### src/rtl/core/zcd_pkg.sv
// ============================================================================
// zcd_pkg
// Shared types and constants of the central directory record parser.
// ============================================================================
package zcd_pkg;

    localparam logic [31:0] HDR_SIG      = 32'h02014b50;
    localparam logic [31:0] ALL_ONES32   = 32'hffffffff;
    localparam logic [15:0] ZIP64_TAG    = 16'h0001;

    // byte offsets inside the 46-byte fixed header
    localparam logic [15:0] OFS_SIG_LAST    = 16'd3;
    localparam logic [15:0] OFS_CSIZE       = 16'd20;
    localparam logic [15:0] OFS_USIZE       = 16'd24;
    localparam logic [15:0] OFS_NAME_LEN    = 16'd28;
    localparam logic [15:0] OFS_EXTRA_LEN   = 16'd30;
    localparam logic [15:0] OFS_COMMENT_LEN = 16'd32;
    localparam logic [15:0] OFS_HDR_LAST    = 16'd45;

    localparam int FIFO_DEPTH = 4;

    typedef enum logic [1:0] {
        PH_HEADER,
        PH_NAME,
        PH_EXTRA,
        PH_COMMENT
    } t_phase;

    typedef enum logic [1:0] {
        KIND_NAME  = 2'd0,
        KIND_ENTRY = 2'd1,
        KIND_ERROR = 2'd2
    } t_kind;

    typedef enum logic [1:0] {
        ST_OK         = 2'd0,
        ST_BAD_HEADER = 2'd1,
        ST_TRUNCATED  = 2'd2
    } t_status;

    // What one input byte produced: an optional name byte, then an optional
    // entry-complete or error result.
    typedef struct packed {
        logic        has_name;
        logic [7:0]  name_byte;
        logic        has_tail;
        t_kind       tail_kind;
        logic [63:0] csize;
        logic [63:0] usize;
        logic [15:0] name_length;
        logic [31:0] entry;
        logic        bump;
        t_status     status;
        logic        fin;
    } t_evt;

    typedef struct packed {
        t_kind       kind;
        logic [7:0]  name_byte;
        logic [63:0] compressed_size;
        logic [63:0] uncompressed_size;
        logic [15:0] name_length;
        logic [31:0] entry_number;
        t_status     status;
        logic        final_res;
    } t_res;

endpackage

### src/rtl/core/zcd_if.sv
// ============================================================================
// zcd_if
// Valid/ready channels of the parser: byte stream in, results out.
// ============================================================================
interface zcd_in_if;
    logic       valid;
    logic       ready;
    logic [7:0] data_byte;
    logic       end_of_data;

    modport source (output valid, data_byte, end_of_data, input ready);
    modport sink   (input valid, data_byte, end_of_data, output ready);
endinterface

interface zcd_out_if;
    logic        valid;
    logic        ready;
    logic [1:0]  kind;
    logic [7:0]  name_byte;
    logic [63:0] compressed_size;
    logic [63:0] uncompressed_size;
    logic [15:0] name_length;
    logic [31:0] entry_number;
    logic [1:0]  status;
    logic        final_res;

    modport source (output valid, kind, name_byte, compressed_size, uncompressed_size,
                    name_length, entry_number, status, final_res, input ready);
    modport sink   (input valid, kind, name_byte, compressed_size, uncompressed_size,
                    name_length, entry_number, status, final_res, output ready);
endinterface

### src/rtl/core/zcd_front.sv
// ============================================================================
// zcd_front
// Record parser: takes one byte per item, tracks header/name/extra/comment
// phases, scans the extra field for ZIP64 sizes and emits result events.
// ============================================================================
module zcd_front (
    input  logic          i_clk,
    input  logic          i_rst_n,
    zcd_in_if.sink        i_in,
    input  logic          i_cfg_we,
    input  logic [31:0]   i_cfg_data,
    input  logic          i_full,
    output logic          o_push,
    output zcd_pkg::t_evt o_evt
);

    // control
    zcd_pkg::t_phase r_phase, n_phase;
    logic [15:0]     r_pos, n_pos;
    logic [31:0]     r_entries, n_entries;
    logic            r_halted, n_halted;
    logic [31:0]     r_entry_count;

    // captured header fields and extra scan
    logic [23:0] r_sig, n_sig;
    logic [31:0] r_small_c, n_small_c;
    logic [31:0] r_small_u, n_small_u;
    logic [15:0] r_name_len, n_name_len;
    logic [15:0] r_extra_len, n_extra_len;
    logic [15:0] r_comment_len, n_comment_len;
    logic [63:0] r_big_c, n_big_c;
    logic [63:0] r_big_u, n_big_u;
    logic [15:0] r_tag_id, n_tag_id;
    logic [15:0] r_tag_len, n_tag_len;
    logic [15:0] r_tag_off, n_tag_off;
    logic        r_scan_done, n_scan_done;

    logic            w_acc, w_active, w_end, w_sig_bad, w_complete, w_last;
    logic [16:0]     w_pos1;
    zcd_pkg::t_phase w_adv;
    zcd_pkg::t_evt   w_evt;
    logic [7:0]      w_b;

    assign i_in.ready = !i_full;
    assign w_acc      = i_in.valid && i_in.ready;
    assign w_active   = w_acc && !r_halted && (r_entries < r_entry_count);
    assign w_b        = i_in.data_byte;
    assign w_pos1     = {1'b0, r_pos} + 17'd1;
    assign w_last     = (r_entries + 32'd1) == r_entry_count;
    assign w_sig_bad  = (r_phase == zcd_pkg::PH_HEADER) && (r_pos == zcd_pkg::OFS_SIG_LAST)
                        && ({w_b, r_sig} != zcd_pkg::HDR_SIG);

    // last byte of the current phase
    always_comb begin
        unique case (r_phase)
            zcd_pkg::PH_HEADER:  w_end = (r_pos == zcd_pkg::OFS_HDR_LAST);
            zcd_pkg::PH_NAME:    w_end = (w_pos1 >= {1'b0, r_name_len});
            zcd_pkg::PH_EXTRA:   w_end = (w_pos1 >= {1'b0, r_extra_len});
            zcd_pkg::PH_COMMENT: w_end = (w_pos1 >= {1'b0, r_comment_len});
        endcase
    end

    // phase that follows, skipping empty sections
    always_comb begin
        unique case (r_phase)
            zcd_pkg::PH_HEADER: begin
                if (r_name_len != 16'd0)         w_adv = zcd_pkg::PH_NAME;
                else if (r_extra_len != 16'd0)   w_adv = zcd_pkg::PH_EXTRA;
                else if (r_comment_len != 16'd0) w_adv = zcd_pkg::PH_COMMENT;
                else                             w_adv = zcd_pkg::PH_HEADER;
            end
            zcd_pkg::PH_NAME: begin
                if (r_extra_len != 16'd0)        w_adv = zcd_pkg::PH_EXTRA;
                else if (r_comment_len != 16'd0) w_adv = zcd_pkg::PH_COMMENT;
                else                             w_adv = zcd_pkg::PH_HEADER;
            end
            zcd_pkg::PH_EXTRA: begin
                if (r_comment_len != 16'd0)      w_adv = zcd_pkg::PH_COMMENT;
                else                             w_adv = zcd_pkg::PH_HEADER;
            end
            zcd_pkg::PH_COMMENT: w_adv = zcd_pkg::PH_HEADER;
        endcase
    end

    assign w_complete = w_end && (w_adv == zcd_pkg::PH_HEADER) && !w_sig_bad;

    // next state
    always_comb begin
        n_phase = r_phase;
        if (w_active && !w_sig_bad && w_end) begin
            n_phase = w_adv;
        end
    end

    // datapath and events
    always_comb begin
        logic [15:0] remain;
        logic [15:0] full_len;
        logic [15:0] d;
        logic [15:0] cz;
        logic        usub;
        logic        csub;

        remain   = r_extra_len - r_pos - 16'd1;
        full_len = {w_b, r_tag_len[7:0]};
        d        = r_tag_off - 16'd4;
        usub     = (r_small_u == zcd_pkg::ALL_ONES32) && (r_tag_len >= 16'd8);
        cz       = usub ? 16'd8 : 16'd0;
        csub     = (r_small_c == zcd_pkg::ALL_ONES32) && (r_tag_len >= cz + 16'd8);

        n_pos         = r_pos;
        n_entries     = r_entries;
        n_halted      = r_halted;
        n_sig         = r_sig;
        n_small_c     = r_small_c;
        n_small_u     = r_small_u;
        n_name_len    = r_name_len;
        n_extra_len   = r_extra_len;
        n_comment_len = r_comment_len;
        n_big_c       = r_big_c;
        n_big_u       = r_big_u;
        n_tag_id      = r_tag_id;
        n_tag_len     = r_tag_len;
        n_tag_off     = r_tag_off;
        n_scan_done   = r_scan_done;
        w_evt         = '0;

        if (w_active) begin
            if (r_phase == zcd_pkg::PH_HEADER) begin
                n_sig = {w_b, r_sig[23:8]};
                if (r_pos >= zcd_pkg::OFS_CSIZE && r_pos < zcd_pkg::OFS_USIZE) begin
                    if (r_pos == zcd_pkg::OFS_CSIZE) n_small_c = {24'd0, w_b};
                    else n_small_c[{r_pos[1:0], 3'b000} +: 8] = w_b;
                end
                if (r_pos >= zcd_pkg::OFS_USIZE && r_pos < zcd_pkg::OFS_NAME_LEN) begin
                    if (r_pos == zcd_pkg::OFS_USIZE) n_small_u = {24'd0, w_b};
                    else n_small_u[{r_pos[1:0], 3'b000} +: 8] = w_b;
                end
                if (r_pos == zcd_pkg::OFS_NAME_LEN)           n_name_len = {8'd0, w_b};
                if (r_pos == zcd_pkg::OFS_NAME_LEN + 16'd1)   n_name_len[15:8] = w_b;
                if (r_pos == zcd_pkg::OFS_EXTRA_LEN)          n_extra_len = {8'd0, w_b};
                if (r_pos == zcd_pkg::OFS_EXTRA_LEN + 16'd1)  n_extra_len[15:8] = w_b;
                if (r_pos == zcd_pkg::OFS_COMMENT_LEN)        n_comment_len = {8'd0, w_b};
                if (r_pos == zcd_pkg::OFS_COMMENT_LEN + 16'd1) n_comment_len[15:8] = w_b;
                if (w_end) begin
                    n_big_c = {32'd0, r_small_c};
                    n_big_u = {32'd0, r_small_u};
                end
            end

            if (r_phase == zcd_pkg::PH_EXTRA) begin
                if (!r_scan_done) begin
                    if (r_tag_off < 16'd4) begin
                        case (r_tag_off[1:0])
                            2'd0:    n_tag_id = {8'd0, w_b};
                            2'd1:    n_tag_id[15:8] = w_b;
                            2'd2:    n_tag_len = {8'd0, w_b};
                            default: n_tag_len[15:8] = w_b;
                        endcase
                        if (r_tag_off != 16'd3) begin
                            n_tag_off = r_tag_off + 16'd1;
                        end else if (full_len > remain) begin
                            // item overruns the extra field: stop scanning
                            n_scan_done = 1'b1;
                            n_tag_id    = 16'd0;
                        end else if (r_tag_id == zcd_pkg::ZIP64_TAG) begin
                            n_scan_done = 1'b1;
                            n_tag_off   = 16'd4;
                        end else begin
                            n_tag_off = (full_len == 16'd0) ? 16'd0 : 16'd4;
                        end
                    end else if ((r_tag_off - 16'd3) >= r_tag_len) begin
                        n_tag_off = 16'd0;
                    end else begin
                        n_tag_off = r_tag_off + 16'd1;
                    end
                end else if (r_tag_id == zcd_pkg::ZIP64_TAG && r_tag_off >= 16'd4) begin
                    if (usub && d < 16'd8) begin
                        if (d == 16'd0) n_big_u = {56'd0, w_b};
                        else n_big_u[{d[2:0], 3'b000} +: 8] = w_b;
                    end
                    if (csub && d >= cz && d < cz + 16'd8) begin
                        if (d == cz) n_big_c = {56'd0, w_b};
                        else n_big_c[{d[2:0], 3'b000} +: 8] = w_b;
                    end
                    if (d + 16'd1 < r_tag_len) n_tag_off = r_tag_off + 16'd1;
                end
            end

            n_pos = w_end ? 16'd0 : r_pos + 16'd1;
            if (w_end && w_adv == zcd_pkg::PH_EXTRA && !w_sig_bad) begin
                n_tag_id    = 16'd0;
                n_tag_len   = 16'd0;
                n_tag_off   = 16'd0;
                n_scan_done = 1'b0;
            end

            w_evt.entry       = r_entries;
            w_evt.name_length = r_name_len;
            if (r_phase == zcd_pkg::PH_NAME) begin
                w_evt.has_name  = 1'b1;
                w_evt.name_byte = w_b;
            end

            if (w_sig_bad) begin
                w_evt.has_tail  = 1'b1;
                w_evt.tail_kind = zcd_pkg::KIND_ERROR;
                w_evt.status    = zcd_pkg::ST_BAD_HEADER;
                w_evt.fin       = 1'b1;
                n_halted        = 1'b1;
            end else if (w_complete) begin
                n_entries      = r_entries + 32'd1;
                w_evt.has_tail = 1'b1;
                if (i_in.end_of_data && !w_last) begin
                    // record done but the next header is missing
                    w_evt.tail_kind = zcd_pkg::KIND_ERROR;
                    w_evt.status    = zcd_pkg::ST_BAD_HEADER;
                    w_evt.bump      = 1'b1;
                    w_evt.fin       = 1'b1;
                    n_halted        = 1'b1;
                end else begin
                    w_evt.tail_kind = zcd_pkg::KIND_ENTRY;
                    w_evt.csize     = n_big_c;
                    w_evt.usize     = n_big_u;
                    w_evt.fin       = w_last;
                end
            end else if (i_in.end_of_data) begin
                w_evt.has_tail  = 1'b1;
                w_evt.tail_kind = zcd_pkg::KIND_ERROR;
                w_evt.status    = (n_phase == zcd_pkg::PH_HEADER) ? zcd_pkg::ST_BAD_HEADER
                                                                  : zcd_pkg::ST_TRUNCATED;
                w_evt.fin       = 1'b1;
                n_halted        = 1'b1;
            end
        end
    end

    assign o_push = w_active && (w_evt.has_name || w_evt.has_tail);
    assign o_evt  = w_evt;

    always_ff @(posedge i_clk) begin
        if (!i_rst_n) begin
            r_phase       <= zcd_pkg::PH_HEADER;
            r_pos         <= 16'd0;
            r_entries     <= 32'd0;
            r_halted      <= 1'b0;
            r_entry_count <= 32'd0;
        end else begin
            r_phase   <= n_phase;
            r_pos     <= n_pos;
            r_entries <= n_entries;
            r_halted  <= n_halted;
            if (i_cfg_we) begin
                r_entry_count <= i_cfg_data;
            end
        end
    end

    always_ff @(posedge i_clk) begin
        r_sig         <= n_sig;
        r_small_c     <= n_small_c;
        r_small_u     <= n_small_u;
        r_name_len    <= n_name_len;
        r_extra_len   <= n_extra_len;
        r_comment_len <= n_comment_len;
        r_big_c       <= n_big_c;
        r_big_u       <= n_big_u;
        r_tag_id      <= n_tag_id;
        r_tag_len     <= n_tag_len;
        r_tag_off     <= n_tag_off;
        r_scan_done   <= n_scan_done;
    end

    a_halt_sticky: assert property (@(posedge i_clk) disable iff (!i_rst_n)
        r_halted |=> r_halted)
        else $error("halt flag dropped without reset");

    a_no_push_halted: assert property (@(posedge i_clk) disable iff (!i_rst_n)
        r_halted |-> !o_push)
        else $error("event pushed after halt");

endmodule

### src/rtl/core/zcd_fifo.sv
// ============================================================================
// zcd_fifo
// Short event queue between parser and result sequencer.
// ============================================================================
module zcd_fifo #(
    parameter int DEPTH = zcd_pkg::FIFO_DEPTH
) (
    input  logic          i_clk,
    input  logic          i_rst_n,
    input  logic          i_push,
    input  zcd_pkg::t_evt i_data,
    output logic          o_full,
    input  logic          i_pop,
    output logic          o_empty,
    output zcd_pkg::t_evt o_data
);

    localparam int PW = (DEPTH > 1) ? $clog2(DEPTH) : 1;
    localparam int CW = $clog2(DEPTH + 1);

    zcd_pkg::t_evt r_mem [DEPTH];
    logic [PW-1:0] r_wr, r_rd;
    logic [CW-1:0] r_count;

    assign o_full  = (r_count == CW'(DEPTH));
    assign o_empty = (r_count == '0);
    assign o_data  = r_mem[r_rd];

    always_ff @(posedge i_clk) begin
        if (i_push) begin
            r_mem[r_wr] <= i_data;
        end
    end

    always_ff @(posedge i_clk) begin
        if (!i_rst_n) begin
            r_wr    <= '0;
            r_rd    <= '0;
            r_count <= '0;
        end else begin
            if (i_push) begin
                r_wr <= (r_wr == PW'(DEPTH - 1)) ? '0 : r_wr + PW'(1);
            end
            if (i_pop) begin
                r_rd <= (r_rd == PW'(DEPTH - 1)) ? '0 : r_rd + PW'(1);
            end
            case ({i_push, i_pop})
                2'b10:   r_count <= r_count + CW'(1);
                2'b01:   r_count <= r_count - CW'(1);
                default: r_count <= r_count;
            endcase
        end
    end

endmodule

### src/rtl/core/zcd_back.sv
// ============================================================================
// zcd_back
// Result sequencer: splits each event into one or two result items and
// drives them through the output register.
// ============================================================================
module zcd_back (
    input  logic          i_clk,
    input  logic          i_rst_n,
    input  logic          i_empty,
    input  zcd_pkg::t_evt i_head,
    output logic          o_pop,
    zcd_out_if.source     o_out
);

    zcd_pkg::t_res r_out, n_out;
    logic          r_out_valid, n_out_valid;
    zcd_pkg::t_evt r_cur, n_cur;
    logic          r_pend, n_pend;
    logic          w_out_free;

    function automatic zcd_pkg::t_res f_name(input zcd_pkg::t_evt e);
        zcd_pkg::t_res r;
        r              = '0;
        r.kind         = zcd_pkg::KIND_NAME;
        r.name_byte    = e.name_byte;
        r.name_length  = e.name_length;
        r.entry_number = e.entry;
        r.status       = zcd_pkg::ST_OK;
        return r;
    endfunction

    function automatic zcd_pkg::t_res f_tail(input zcd_pkg::t_evt e);
        zcd_pkg::t_res r;
        r                   = '0;
        r.kind              = e.tail_kind;
        r.compressed_size   = e.csize;
        r.uncompressed_size = e.usize;
        r.name_length       = (e.tail_kind == zcd_pkg::KIND_ENTRY) ? e.name_length : 16'd0;
        r.entry_number      = e.entry + {31'd0, e.bump};
        r.status            = e.status;
        r.final_res         = e.fin;
        return r;
    endfunction

    assign w_out_free = !r_out_valid || o_out.ready;
    assign o_pop      = !r_pend && !i_empty && w_out_free;

    always_comb begin
        n_out       = r_out;
        n_out_valid = r_out_valid;
        n_cur       = r_cur;
        n_pend      = r_pend;
        if (w_out_free) begin
            n_out_valid = 1'b0;
            if (r_pend) begin
                n_out       = f_tail(r_cur);
                n_out_valid = 1'b1;
                n_pend      = 1'b0;
            end else if (!i_empty) begin
                n_out       = i_head.has_name ? f_name(i_head) : f_tail(i_head);
                n_out_valid = 1'b1;
                if (i_head.has_name && i_head.has_tail) begin
                    n_pend = 1'b1;
                    n_cur  = i_head;
                end
            end
        end
    end

    always_ff @(posedge i_clk) begin
        if (!i_rst_n) begin
            r_out_valid <= 1'b0;
            r_pend      <= 1'b0;
        end else begin
            r_out_valid <= n_out_valid;
            r_pend      <= n_pend;
        end
    end

    always_ff @(posedge i_clk) begin
        r_out <= n_out;
        r_cur <= n_cur;
    end

    assign o_out.valid             = r_out_valid;
    assign o_out.kind              = r_out.kind;
    assign o_out.name_byte         = r_out.name_byte;
    assign o_out.compressed_size   = r_out.compressed_size;
    assign o_out.uncompressed_size = r_out.uncompressed_size;
    assign o_out.name_length       = r_out.name_length;
    assign o_out.entry_number      = r_out.entry_number;
    assign o_out.status            = r_out.status;
    assign o_out.final_res         = r_out.final_res;

    a_pend_has_out: assert property (@(posedge i_clk) disable iff (!i_rst_n)
        r_pend |-> r_out_valid)
        else $error("pending tail without a name item in the output register");

    a_pend_after_name: assert property (@(posedge i_clk) disable iff (!i_rst_n)
        $rose(r_pend) |-> r_out.kind == zcd_pkg::KIND_NAME)
        else $error("split event did not start with its name item");

    a_error_final: assert property (@(posedge i_clk) disable iff (!i_rst_n)
        (r_out_valid && r_out.kind == zcd_pkg::KIND_ERROR)
            |-> (r_out.final_res && r_out.status != zcd_pkg::ST_OK))
        else $error("error item without final flag or status");

endmodule

### src/rtl/core/zip_central_directory_parser.sv
// ============================================================================
// zip_central_directory_parser
// Parses ZIP central directory records from a byte stream and reports
// name bytes, per-entry sizes (with ZIP64 substitution) and errors.
// ============================================================================
// i_in  : one directory byte per item, end_of_data on the last byte available.
// i_cfg_we/i_cfg_data: number of records to parse; write it while idle.
// o_out : result items: name byte, entry complete or error; final_res is set
//         on the last entry and on any error.
// An accepted byte's event is queued, then loaded into the output register;
// a byte with a name byte and an entry result gives the name item first.
// Throughput is one byte per cycle while the queue has room; the output
// register passes one result item per cycle while the receiver is ready. A
// receiver stall fills the queue (FIFO_DEPTH entries), then input ready drops.
// Reset (synchronous, active low) clears the parser, the record count (nothing
// is parsed until it is written) and the queue. After the last record or an
// error, bytes are accepted and dropped until reset.
// ============================================================================
module zip_central_directory_parser #(
    parameter int FIFO_DEPTH = zcd_pkg::FIFO_DEPTH
) (
    input  logic        i_clk,
    input  logic        i_rst_n,
    zcd_in_if.sink      i_in,
    zcd_out_if.source   o_out,
    input  logic        i_cfg_we,
    input  logic [31:0] i_cfg_data
);

    logic          w_push, w_pop, w_full, w_empty;
    zcd_pkg::t_evt w_evt, w_head;

    zcd_front u_front (
        .i_clk      (i_clk),
        .i_rst_n    (i_rst_n),
        .i_in       (i_in),
        .i_cfg_we   (i_cfg_we),
        .i_cfg_data (i_cfg_data),
        .i_full     (w_full),
        .o_push     (w_push),
        .o_evt      (w_evt)
    );

    zcd_fifo #(
        .DEPTH (FIFO_DEPTH)
    ) u_fifo (
        .i_clk   (i_clk),
        .i_rst_n (i_rst_n),
        .i_push  (w_push),
        .i_data  (w_evt),
        .o_full  (w_full),
        .i_pop   (w_pop),
        .o_empty (w_empty),
        .o_data  (w_head)
    );

    zcd_back u_back (
        .i_clk   (i_clk),
        .i_rst_n (i_rst_n),
        .i_empty (w_empty),
        .i_head  (w_head),
        .o_pop   (w_pop),
        .o_out   (o_out)
    );

endmodule
### src/flat_wrapper.sv
// flat-port wrapper written by rule: the top's interface ports become plain ports
module zip_central_directory_parser_flat 
#(
    parameter int FIFO_DEPTH = zcd_pkg::FIFO_DEPTH
)
  (i_clk, i_rst_n, i_cfg_we, i_cfg_data, i_in_valid, i_in_data_byte, i_in_end_of_data, i_in_ready, o_out_valid, o_out_kind, o_out_name_byte, o_out_compressed_size, o_out_uncompressed_size, o_out_name_length, o_out_entry_number, o_out_status, o_out_final_res, o_out_ready);
  zcd_in_if i_in_i ();
  zcd_out_if o_out_i ();
  input  logic i_clk;
  input  logic i_rst_n;
  input  logic i_cfg_we;
  input  logic [31:0] i_cfg_data;
  input wire logic [$bits(i_in_i.valid)-1:0] i_in_valid;
  input wire logic [$bits(i_in_i.data_byte)-1:0] i_in_data_byte;
  input wire logic [$bits(i_in_i.end_of_data)-1:0] i_in_end_of_data;
  output wire logic [$bits(i_in_i.ready)-1:0] i_in_ready;
  output wire logic [$bits(o_out_i.valid)-1:0] o_out_valid;
  output wire logic [$bits(o_out_i.kind)-1:0] o_out_kind;
  output wire logic [$bits(o_out_i.name_byte)-1:0] o_out_name_byte;
  output wire logic [$bits(o_out_i.compressed_size)-1:0] o_out_compressed_size;
  output wire logic [$bits(o_out_i.uncompressed_size)-1:0] o_out_uncompressed_size;
  output wire logic [$bits(o_out_i.name_length)-1:0] o_out_name_length;
  output wire logic [$bits(o_out_i.entry_number)-1:0] o_out_entry_number;
  output wire logic [$bits(o_out_i.status)-1:0] o_out_status;
  output wire logic [$bits(o_out_i.final_res)-1:0] o_out_final_res;
  input wire logic [$bits(o_out_i.ready)-1:0] o_out_ready;
  assign i_in_i.valid = i_in_valid;
  assign i_in_i.data_byte = i_in_data_byte;
  assign i_in_i.end_of_data = i_in_end_of_data;
  assign i_in_ready = i_in_i.ready;
  assign o_out_valid = o_out_i.valid;
  assign o_out_kind = o_out_i.kind;
  assign o_out_name_byte = o_out_i.name_byte;
  assign o_out_compressed_size = o_out_i.compressed_size;
  assign o_out_uncompressed_size = o_out_i.uncompressed_size;
  assign o_out_name_length = o_out_i.name_length;
  assign o_out_entry_number = o_out_i.entry_number;
  assign o_out_status = o_out_i.status;
  assign o_out_final_res = o_out_i.final_res;
  assign o_out_i.ready = o_out_ready;
  zip_central_directory_parser #(.FIFO_DEPTH(FIFO_DEPTH)) u_core (.i_clk(i_clk), .i_rst_n(i_rst_n), .i_in(i_in_i), .o_out(o_out_i), .i_cfg_we(i_cfg_we), .i_cfg_data(i_cfg_data));
endmodule
### config.mk
export PLATFORM = sky130hd
export DESIGN_NAME = zip_central_directory_parser_flat
export DESIGN_NICKNAME = d
export VERILOG_FILES = /design/src/rtl/core/zcd_pkg.sv /design/src/rtl/core/zcd_if.sv /design/src/rtl/core/zcd_front.sv /design/src/rtl/core/zcd_fifo.sv /design/src/rtl/core/zcd_back.sv /design/src/rtl/core/zip_central_directory_parser.sv /design/src/flat_wrapper.sv
export SDC_FILE = /design/constraint.sdc
export NUM_CORES = 2
export LEC_CHECK = 0
export BUFFER_PORTS_ARGS = -buffer_cell sky130_fd_sc_hd__buf_4
export CORE_ASPECT_RATIO = 1.75
export CORE_MARGIN = 5
export CORE_UTILIZATION = 57
export CTS_BUF_LIST = sky130_fd_sc_hd__clkbuf_4 sky130_fd_sc_hd__clkbuf_8 sky130_fd_sc_hd__clkbuf_16
export DETAILED_ROUTE_END_ITERATION = 8
export GPL_TIMING_DRIVEN = 1
export PLACE_DENSITY = 0.74
export SLEW_MARGIN = 20
export SYNTH_ARGS = -nofsm -noshare
export SYNTH_HDL_FRONTEND = slang
export SYNTH_HIERARCHICAL = 1
export SYNTH_SLANG_ARGS = --single-unit
### constraint.sdc
create_clock -name i_clk -period 12.9 [get_ports i_clk]
set_input_delay 0.645 -clock i_clk [delete_from_list [all_inputs] [get_ports i_clk]]
set_output_delay 0.645 -clock i_clk [all_outputs]
set_load 0.05 [all_outputs]
# Word level (Yosys, flattened, before mapping)
# Memory sizes are Yosys's and may differ from the RTL's. A register that Yosys moved wholly into a read port is not among the register bits.
# Cells that the tools add are included.
[classes]
mux = 102
n_reduce_logical = 70
add_sub_neg = 18
n_eq_ne = 37
magnitude_cmp = 18
bitwise = 3
shifts = 4
[op_table]
columns = ["op", "n"]
rows = [
  ["2-to-1 mux 64 bit", 16],
  ["2-to-1 mux 189 bit", 3],
  ["2-to-1 mux 128 bit", 3],
  ["2-to-1 mux 16 bit", 22],
  ["2-to-1 mux 192 bit", 1],
  ["bitwise mux 64 bit", 2],
  ["equality test 16 x 5 -> 1 bit (second input constant)", 6],
  ["adder 32 x 1 -> 32 bit", 2],
  ["bitwise mux 32 bit", 2],
  ["equality test 32 bit (second input constant)", 2],
  ["variable shift 8 x 8 -> 64 bit (first input constant)", 1],
  ["indexed part select 8 x 8 -> 64 bit", 1],
  ["2-to-1 mux 8 bit", 7],
  ["greater-or-equal comparator 17 x 16 -> 1 bit", 3],
  ["adder 16 x 1 -> 16 bit (second input constant)", 3],
  ["equality test 16 x 6 -> 1 bit (second input constant)", 3],
  ["nonzero test 16 bit", 3],
  ["adder 32 x 1 -> 32 bit (second input constant)", 1],
  ["equality test 32 bit", 1],
  ["greater-or-equal comparator 16 bit", 2],
  ["greater-or-equal comparator 16 x 5 -> 1 bit (second input constant)", 2],
  ["zero test 16 bit", 2],
  ["less-than comparator 16 x 5 -> 1 bit (second input constant)", 2],
  ["less-than comparator 32 bit", 1],
  ["55 further kinds", 161],
]
[totals]
in_bits = 46
out_inout_bits = 191
register_bits = 776
mem_count = 1
ram_bits = 768
[mem_list]
columns = ["memory", "words", "word_bits", "read_ports", "rd_ports_with_merged_regs", "wr", "line", "source"]
rows = [
  ["u_core.u_fifo.r_mem", 4, 192, 1, 1, 1, "zcd_fifo.sv:21", "zcd_pkg::t_evt r_mem [DEPTH];"],
]

# Longest topological paths before layout
[depth]
depth_word = 20
ltp_mapped = 26
mapped_depth_nobuf = 24

# Cells and area by module
# The synthesis kept the hierarchy.
[modules_own_cells]
columns = ["module", "area_per_inst_um2", "cells_each", "seq_area_each_um2", "n_inst"]
rows = [
  ["zcd_fifo", 28371.0, 1050, 23242.3, 1],
  ["zcd_front", 25750.9, 2685, 11060.6, 1],
  ["zcd_back", 14457.6, 830, 11180.7, 1],
]

# Worst setup path after synthesis
# Ideal clock, no wire load.
[synth_path]
kind = "input port to flip-flop"
startpoint = "input port o_out_ready"
endpoint = "register u_core.u_back.r_out (netlist bit u_core/u_back/o_out.compressed_size[0]), enable pin"
n_path_buf = 0
arrival_time_ps = 9819
stages = 2
t_required_ps = 12098
path_slack_ps = 2279
cell_sequence = "nor2b_1 a21oi_1"
[synth_between]
elab_chain_len = 2
[synth_rtl]
columns = ["element", "line", "source"]
rows = [
  ["from (decl)", "flat_wrapper.sv:26", "input wire logic [$bits(o_out_i.ready)-1:0] o_out_ready;"],
  ["logical OR 1 bit", "zcd_back.sv:45", "assign w_out_free = !r_out_valid || o_out.ready;"],
  ["AND reduction 2 bit (no source line)", "n/a", ""],
  ["to (signal assigned)", "zcd_back.sv:81", "r_out <= n_out;"],
  ["to (decl)", "zcd_back.sv:15", "zcd_pkg::t_res r_out, n_out;"],
]
# No other way between the ends.
# A chain may end at the register's enable or synchronous reset.

==> impl_metrics.csv <==
group,metric,value,unit
outcome,run_status,"finished, final reports clean",
critical_path,crit_arrival,7.79,ns
detailed_routing,dr_total_vias,40502,
grt,antenna_found_initial,4,
timing,rsz0062_at_grt,"no",
detailed_routing,drt_iter0_drc,3719,
placement,gp_congestion,0.905,
timing,timing.slew.headroom,25.0,%
timing,worst_pin_slew,1.13,ns
critical_path,cp-end-kind,"flip-flop",
die,dieHeight,469,um
clock_tree,htreeDepth,4,
die,fp.dieW,272,um
critical_path,crit_required,13.27,ns
die,initial_core_util,57.3,%
timing,fin_crit,7.42,ns
clock_tree,clock_latency,0.75,ns
clock_tree,cts.root.buffer_cell,"clkbuf_16",
critical_path,crit_slowest_cell,"buf_4",
placement,io_buffer_count,236,
yosys,synth_edf_count,1452,
detailed_routing,dr.pass1.iters,5,
timing,tns,0,ns
placement,dp_slack,5.49,ns
yosys,async_flop_share,0,%
clock_tree,cts_buffers,134,
detailed_routing,routedWlPerCell,25.3,um
detailed_routing,vias_per_cell,6.34,
yosys,synth.cell_area,68600,sq um
clock_tree,cts_tree,"built",
critical_path,cp_max_fo,56,
clock_tree,post_cts_buffers,0,
yosys,ys_seq_area_share,66.3,%
critical_path,crit_chain,"ha_1 > nand3_1 > nor2_1 > and3_1 > nand3_1 > xnor2_1 > ha_1 > nand4_1 > nor4_1 > nor3_1 > o21ai_0 > a41oi_1 > o21a_1 > nor3_2 > buf_4 > o21a_1 > or2_2 > and2_4 > buf_4 > buf_4",
timing,maxSlewViolCount,0,
yosys,synth_area_per_cell,15.0,sq um
clock_tree,path_clk_slew,0.06,ns
placement,hpwl,105000,um
timing,max_freq,135,MHz
cells_and_area,area_growth,10.8,%
cells_and_area,n_fill_cell,8423,
timing,finClkSkew,0.0233,ns
hold_path,worst_hold_path_type,"input pin to flip-flop",
die,fp-row-count,168,
detailed_routing,ant_nets,0,
critical_path,startpoint_type,"flip-flop",
timing,hold_viol,0,
die,io_pins,237,
critical_path,critPathKind,"flip-flop to flip-flop",
grt,grt_util_all_layers,25.0,%
power,power_density,192,nW/um^2
timing,setup_viol,0,
die,placeableCoreArea,120000,sq um
yosys,syn_inst,4565,
grt,grt_pass1_vias,40582,
critical_path,max_stage_delay,0.79,ns
power,leakagePower,26.5,nW
grt,overflow,0,
grt,grt_first_pass_wirelength,245000,um
critical_path,critical-path-top-delay-family,"simple AND/OR/NAND/NOR gates",
yosys,ys_seq_elements,1546,
critical_path,cp_num_buf_inv,3,
clock_tree,postCtsHoldBufs,0,
detailed_routing,routed_wl,162000,um
placement,dp_cells,6143,
die,die_area,128000,sq um
cells_and_area,design_area,76000,sq um
cells_and_area,final_net_count,4969,
yosys,synth-main-ff-cell,"edfxtp_1",
flow_run,cap_violations,0,
clock_tree,clock-sinks,1546,
yosys,synth_nets,4785,
critical_path,crit_top_cell,"buf_4",
power,totalPowerFinal,0.0146,W
yosys,yosysWarnings,6,
timing,layout_worst_path_cycle_share,57.5,%
cells_and_area,finalNonFillerCells,6391,
clock_tree,clockBufferDepth,3,
power,peakVddDrop,146,uV
clock_tree,cts_resized,0,
placement,dpl_cell_area,71500,sq um
detailed_routing,drc,0,
cells_and_area,drive_gt1_share,16.1,%
yosys,yosysUniqueCellTypes,89,
grt,grt_max_degree,150,
timing,fin_ws,5.48,ns
-- cells in the final DEF (no fill, tap or decap), drive strengths merged, types with 14 or more instances in the layout --
master	synthesis	final
a21o	17	17
a21oi	207	207
a22o	210	210
and2	65	65
and3	59	59
and4	14	14
buf	97	300
clkbuf	155	164
clkinv	1	49
clkinvlp	0	15
dfxtp	94	94
edfxtp	1452	1452
ha	172	172
inv	154	162
mux2i	142	142
mux4	192	192
nand2	193	193
nand2b	77	77
nand3	93	93
nand4	82	82
nor2	238	238
nor2b	169	169
nor3	93	93
nor3b	32	32
nor4	61	61
o21a	20	20
o21ai	68	68
o22ai	45	45
o31ai	18	18
or3	20	20
or4	21	21
xnor2	107	107
xor2	65	65
-- cell type report --
| type | instances | area, sq um | share of cell area [%] |
|---|---|---|---|
| inverters | 155 | 587 | 0.772 |
| well taps | 1530 | 1910 | 2.52 |
| clock inverters | 81 | 766 | 1.01 |
| multi-input cells | 2612 | 21200 | 27.9 |
| clock buffers | 164 | 3730 | 4.91 |
| flip-flops and latches | 1546 | 45500 | 59.9 |
| diodes | 3 | 7.51 | 0.00988 |
| repair buffers | 300 | 2290 | 3.01 |
-- kinds of logic (layout without fill, tap and decap cells) --
group                    Yosys count  in the layout  synth area share [%]
AO/OA/AOI/OAI                    683            683                  6.93
XOR/XNOR                         172            172                  2.20
adder cells (fa/ha/maj)          174            174                  3.20
buffers and inverters            407            700                  2.88
flip-flops                      1546           1546                  66.3
multiplexers                     334            334                  8.38
other                              0              3                     0
AND/OR/NAND/NOR                 1249           1249                  10.1
-- per-stage QoR --
stage	hold slack [ns]	utilization [%]
floorplan	0.417	-
global placement	0.423	59.8
detailed placement	0.431	59.8
CTS	0.0637	63.5
global route	0.0978	63.5
finish	0.128	63.5
-- tightest hold or removal path, cell delays in order --
cell and delay [ns]:
buf_4 0.08, mux2i_1 0.05, nor2_1 0.07
-- routing by layer --
layer / GRT usage [%] / up-vias / part of all wire, % / wire (um)
met4: 9.67 / 0 / 4.2 / 6860
met5: 0 / - / 0 / 0
met2: 44.4 / 1692 / 52 / 84100
met3: 3.37 / 349 / 6.1 / 9950
met1: 31.3 / 20388 / 38 / 60900
li1: - / 18073 / - / -
-- sequential cells by signal (all words and copies together) (netlist names), 24 cells and up, named ones only --
| name | flops |
|---|---|
| u_core/u_back/o_out.compressed_size | 64 |
| u_core/u_back/o_out.entry_number | 32 |
| u_core/u_back/o_out.uncompressed_size | 64 |
| u_core/u_back/r_cur | 182 |
| u_core/u_fifo/r_mem | 768 |
| u_core/u_front/r_big_c | 64 |
| u_core/u_front/r_big_u | 64 |
| u_core/u_front/r_entries | 32 |
| u_core/u_front/r_entry_count | 32 |
| u_core/u_front/r_sig | 24 |
| u_core/u_front/r_small_c | 32 |
| u_core/u_front/r_small_u | 32 |
-- power breakdown --
part	internal (W)	leakage, nW	switching (W)	total, W
clock	0.00228	2.18	0.00180	0.00408
sequential	0.00645	14.2	0.000244	0.00669
combinational	0.00117	10.1	0.00263	0.00380
total	0.00990	26.5	0.00467	0.0146
-- path summary, 6_finish.rpt --
| path | start | end | slack [ns] | cells after the start |
|---|---|---|---|---|
| worst max-delay path | u_core/u_front/r_pos[0] | u_core/u_fifo/r_mem[2][81] | 5.48 | 20 |
| worst min-delay path | i_cfg_data[23] | u_core/u_front/r_entry_count[23] | 0.13 | 3 |
| worst max register to register | u_core/u_front/r_pos[0] | u_core/u_fifo/r_mem[2][81] | 5.48 | 20 |
| worst min register to register | u_core/u_front/r_sig[16] | u_core/u_front/r_sig[8] | 0.44 | 0 |
-- synthesized netlist by cell type (6+ instances only) --
master	count	area, sq um
nand4_1	76	475
a211oi_1	11	82.6
xor2_1	65	569
ha_1	172	2150
or3_1	19	119
a21oi_1	207	1040
nand2b_1	77	482
nor4b_1	8	70.1
nor2_1	237	890
mux4_2	192	4320
buf_4	11	82.6
o21ai_0	68	340
nand2_1	192	721
nor3_1	84	420
o41ai_1	8	70.1
o21a_1	20	150
a22o_1	210	1840
or4_1	20	150
edfxtp_1	1452	43600
o211ai_1	10	75.1
and3_1	58	363
buf_12	20	400
nand3_1	90	450
o31ai_1	18	135
a211o_1	7	61.3
a21o_1	17	128
a2111oi_0	6	52.6
nor2b_1	168	1050
and4_1	13	114
a31oi_1	9	56.3
xnor2_1	107	937
a32o_1	6	60.1
nor3_2	8	80.1
nor4_1	56	350
buf_2	49	245
o22ai_1	45	282
mux2i_1	142	1420
buf_1	15	56.3
nor3b_1	26	195
inv_1	154	578
dfxtp_1	94	1880
and2_1	65	407
clkbuf_1	154	578
nand4b_1	7	61.3
No activity file was read; power rests on OpenSTA's default activity.
